==> src/rtl/core/hfr_ram.sv <==
// Generic single-port-write, single-port-read RAM with registered read data.
// No dependencies.
`default_nettype none

module hfr_ram #(
    parameter int WIDTH = 64,
    parameter int DEPTH = 8
) (
    input  wire logic                     clk,
    input  wire logic                     we,
    input  wire logic [$clog2(DEPTH)-1:0] waddr,
    input  wire logic [WIDTH-1:0]         wdata,
    input  wire logic [$clog2(DEPTH)-1:0] raddr,
    output logic      [WIDTH-1:0]         rdata
);

    logic [WIDTH-1:0] mem [DEPTH];

    always_ff @(posedge clk)
    begin
        if (we)
        begin
            mem[waddr] <= wdata;
        end
        rdata <= mem[raddr];
    end

endmodule

`default_nettype wire

==> config.mk <==
export PLATFORM = sky130hd
export DESIGN_NAME = hfr_ram
export DESIGN_NICKNAME = d
export VERILOG_FILES = /design/src/rtl/core/hfr_ram.sv
export SDC_FILE = /design/constraint.sdc
export NUM_CORES = 1
export LEC_CHECK = 0
export ABC_AREA = 1
export BUFFER_PORTS_ARGS = -buffer_cell sky130_fd_sc_hd__buf_4
export CAP_MARGIN = 25
export CORE_MARGIN = 2
export CORE_UTILIZATION = 56
export CTS_CLUSTER_SIZE = 8
export DETAILED_ROUTE_END_ITERATION = 10
export GPL_TIMING_DRIVEN = 0
export PLACE_DENSITY = 0.86
export SLEW_MARGIN = 20
export SYNTH_ARGS = -nofsm -noshare
export SYNTH_HDL_FRONTEND = slang
export SYNTH_SLANG_ARGS = --single-unit
==> constraint.sdc <==
create_clock -name clk -period 4.21 [get_ports clk]
set_clock_uncertainty 0.1 [all_clocks]
set_input_delay 0.421 -clock clk [delete_from_list [all_inputs] [get_ports clk]]
set_output_delay 0.421 -clock clk [all_outputs]
set_load 0.03 [all_outputs]
==> results.sh <==
export IMPL_outcome="finished clean"
export IMPL_cts_buffer_depth=3
export IMPL_leakage_nw=13.4
export IMPL_post_place_ws_ns=1.87
export IMPL_async_flop_share_pct=0
export IMPL_synth_edf_count=512
export IMPL_synthesis_nets=2366
export IMPL_finalPower_mw=13.7
export IMPL_syn_area_um2=23700
export IMPL_grt_total_usage_pct=28.1
export IMPL_place_gp_congestion=0.807
export IMPL_drive_gt1_share_pct=12.8
export IMPL_netlist_area_leader_share_pct=65.0
export IMPL_fin_ws_ns=2.50
export IMPL_cp_max_fo=22
export IMPL_start_kind="primary input"
export IMPL_peakVddDrop_uv=276
export IMPL_synth_most_common_cell="nand2_1"
export IMPL_cap_violations=0
export IMPL_wl_per_cell_um=19.2
export IMPL_synth_area_leaders="edfxtp_1, nand2_1, inv_1"
export IMPL_synthCells=2294
export IMPL_place_hpwl_um=37200
export IMPL_ant_nets=0
export IMPL_hold_ws_ns=0.261
export IMPL_post_route_period_util_pct=40.7
export IMPL_grt_pass1_vias=17900
export IMPL_fmax_mhz=584
export IMPL_hold_path_class="in2reg"
export IMPL_numCtsBuffers=81
export IMPL_max_slew_margin_pct=39.7
export IMPL_first_pass_iters=6
export IMPL_cts_htree_levels=3
export IMPL_final_min_clock_period_ns=1.71
export IMPL_grt_overflow=0
export IMPL_n_fill_cell=2627
export IMPL_end_kind="flip-flop"
export IMPL_clk_pin_slew_ns=0.05
export IMPL_num_rows=75
export IMPL_power_density_nw_per_um2=474
export IMPL_vias=17300
export IMPL_viasPerCell=5.41
export IMPL_start_util_pct=56.5
export IMPL_ys_flop_type="edfxtp_1"
export IMPL_setup_viol=0
export IMPL_clk_latency_ns=0.61
export IMPL_dieArea_um2=43900
export IMPL_tritoncts="done"
export IMPL_routed_wl_um=61700
export IMPL_finalMaxSlewViolations=0
export IMPL_seq_area_frac_synth_pct=70.4
export IMPL_synthTopCellsByCount="nand2_1, inv_1, edfxtp_1"
export IMPL_drtIter0Drc=2188
export IMPL_clock_sinks=576
export IMPL_portBuffers=134
export IMPL_io_pins=136
export IMPL_yosys_warnings=0
export IMPL_cp_arrival_ns=1.90
export IMPL_die_y_um=210
export IMPL_worstMarginPinSlew_ns=0.905
export IMPL_ys_types=12
export IMPL_rsz0062_at_grt="false"
export IMPL_core_um2=41900
export IMPL_setup_worst_path_class="in2reg"
export IMPL_antenna_found_initial=3
export IMPL_dieWidth_um=210
export IMPL_area_growth_pct=22.5
export IMPL_worst_ep_required_time_ns=4.40
export IMPL_hold_viol=0
export IMPL_drcViolationCount=0
export IMPL_nets=2670
export IMPL_yosysTopAreaCell="edfxtp_1"
export IMPL_avgSynthCellArea_um2=10.3
export IMPL_synth_seq_cells=576
export IMPL_cts_root_buffer="clkbuf_16"
export IMPL_grt_pass1_wl_um=94000
export IMPL_grt_max_degree=25
[per-layer routing]
layer	vias to the layer above	share of wire (%)	routed length [µm]	GRT usage, %
li1	7757	-	-	-
met1	8135	35	21600	32.6
met2	1169	50	30800	48.7
met3	278	9.9	6120	5.57
met4	2	5.1	3130	17.0
met5	-	0.018	11	0
[registers in the layout, summed over array words and instances (netlist names)]
register / cells
mem: 512
rdata: 64
[final timing paths]
path | start | endpoint | slack [ns] | cells past startpoint
worst min register to register | mem[0][43]$_DFFE_PP_ | rdata[43]$_DFF_P_ | 0.54 | 6
worst max-delay path | waddr[0] | mem[6][57]$_DFFE_PP_ | 2.50 | 7
worst min-delay path | raddr[2] | rdata[2]$_DFF_P_ | 0.26 | 4
worst max register to register | mem[3][33]$_DFFE_PP_ | rdata[33]$_DFF_P_ | 3.02 | 6
[area by class of cell]
class,instances,area (µm²),share of cell area [%]
repair buffers,221,2210,7.64
multi-input cells,1102,4520,15.6
well taps,539,674,2.33
clock inverters,6,71.3,0.246
diodes,2,5.00,0.0173
plain buffers,98,601,2.07
clock buffers,145,2290,7.90
inverters,518,1940,6.71
flip-flops and latches,576,16700,57.5
[metrics by stage]
stage	instances	util (%)	area (µm²)	setup TNS, ns
floorplan	2294	-	23700	0
global placement	2967	60.5	25300	-955.39
detailed placement	2990	62.0	26000	0
CTS	3205	69.2	29000	0
global route	3207	69.2	29000	0
finish	3207	69.2	29000	0
[cell usage in the layout (no fill, tap or decap)]
cell,n
inv_16,1
buf_2,54
inv_2,2
buf_1,4
clkbuf_1,72
nor2_4,8
clkinv_8,1
buf_12,9
buf_4,152
nand2_1,838
diode_2,2
dfxtp_1,64
inv_1,516
edfxtp_1,512
clkbuf_16,82
buf_16,14
buf_6,13
inv_6,4
nand3_1,256
dlygate4sd3_1,64
[worst max-delay path: stages]
cell     delay [ns]
buf_4          0.11
inv_1          0.05
nand2_1        0.21
nor2_4         0.44
buf_16         0.23
buf_16         0.19
buf_12         0.20
[power breakdown]
part           switching (mW)  leakage (nW)  internal [mW]
registers              0.0641          5.19           6.47
logic                   0.760          7.07          0.383
clock network            2.39          1.12           3.66
[cells by family after synthesis]
group	Yosys count	synth area share [%]
buffers and inverters	616	10.8
DFF	576	70.4
and+or+nand+nor	1102	18.8
[repair_timing]
item | in CTS | in global routing
hold buffers | 64 | 0
hold endpoints to repair | 512 | 0
gates resized for setup | 0 | 0
setup buffers | 0 | 0
Note: power is estimated with default switching activity, not from simulation.
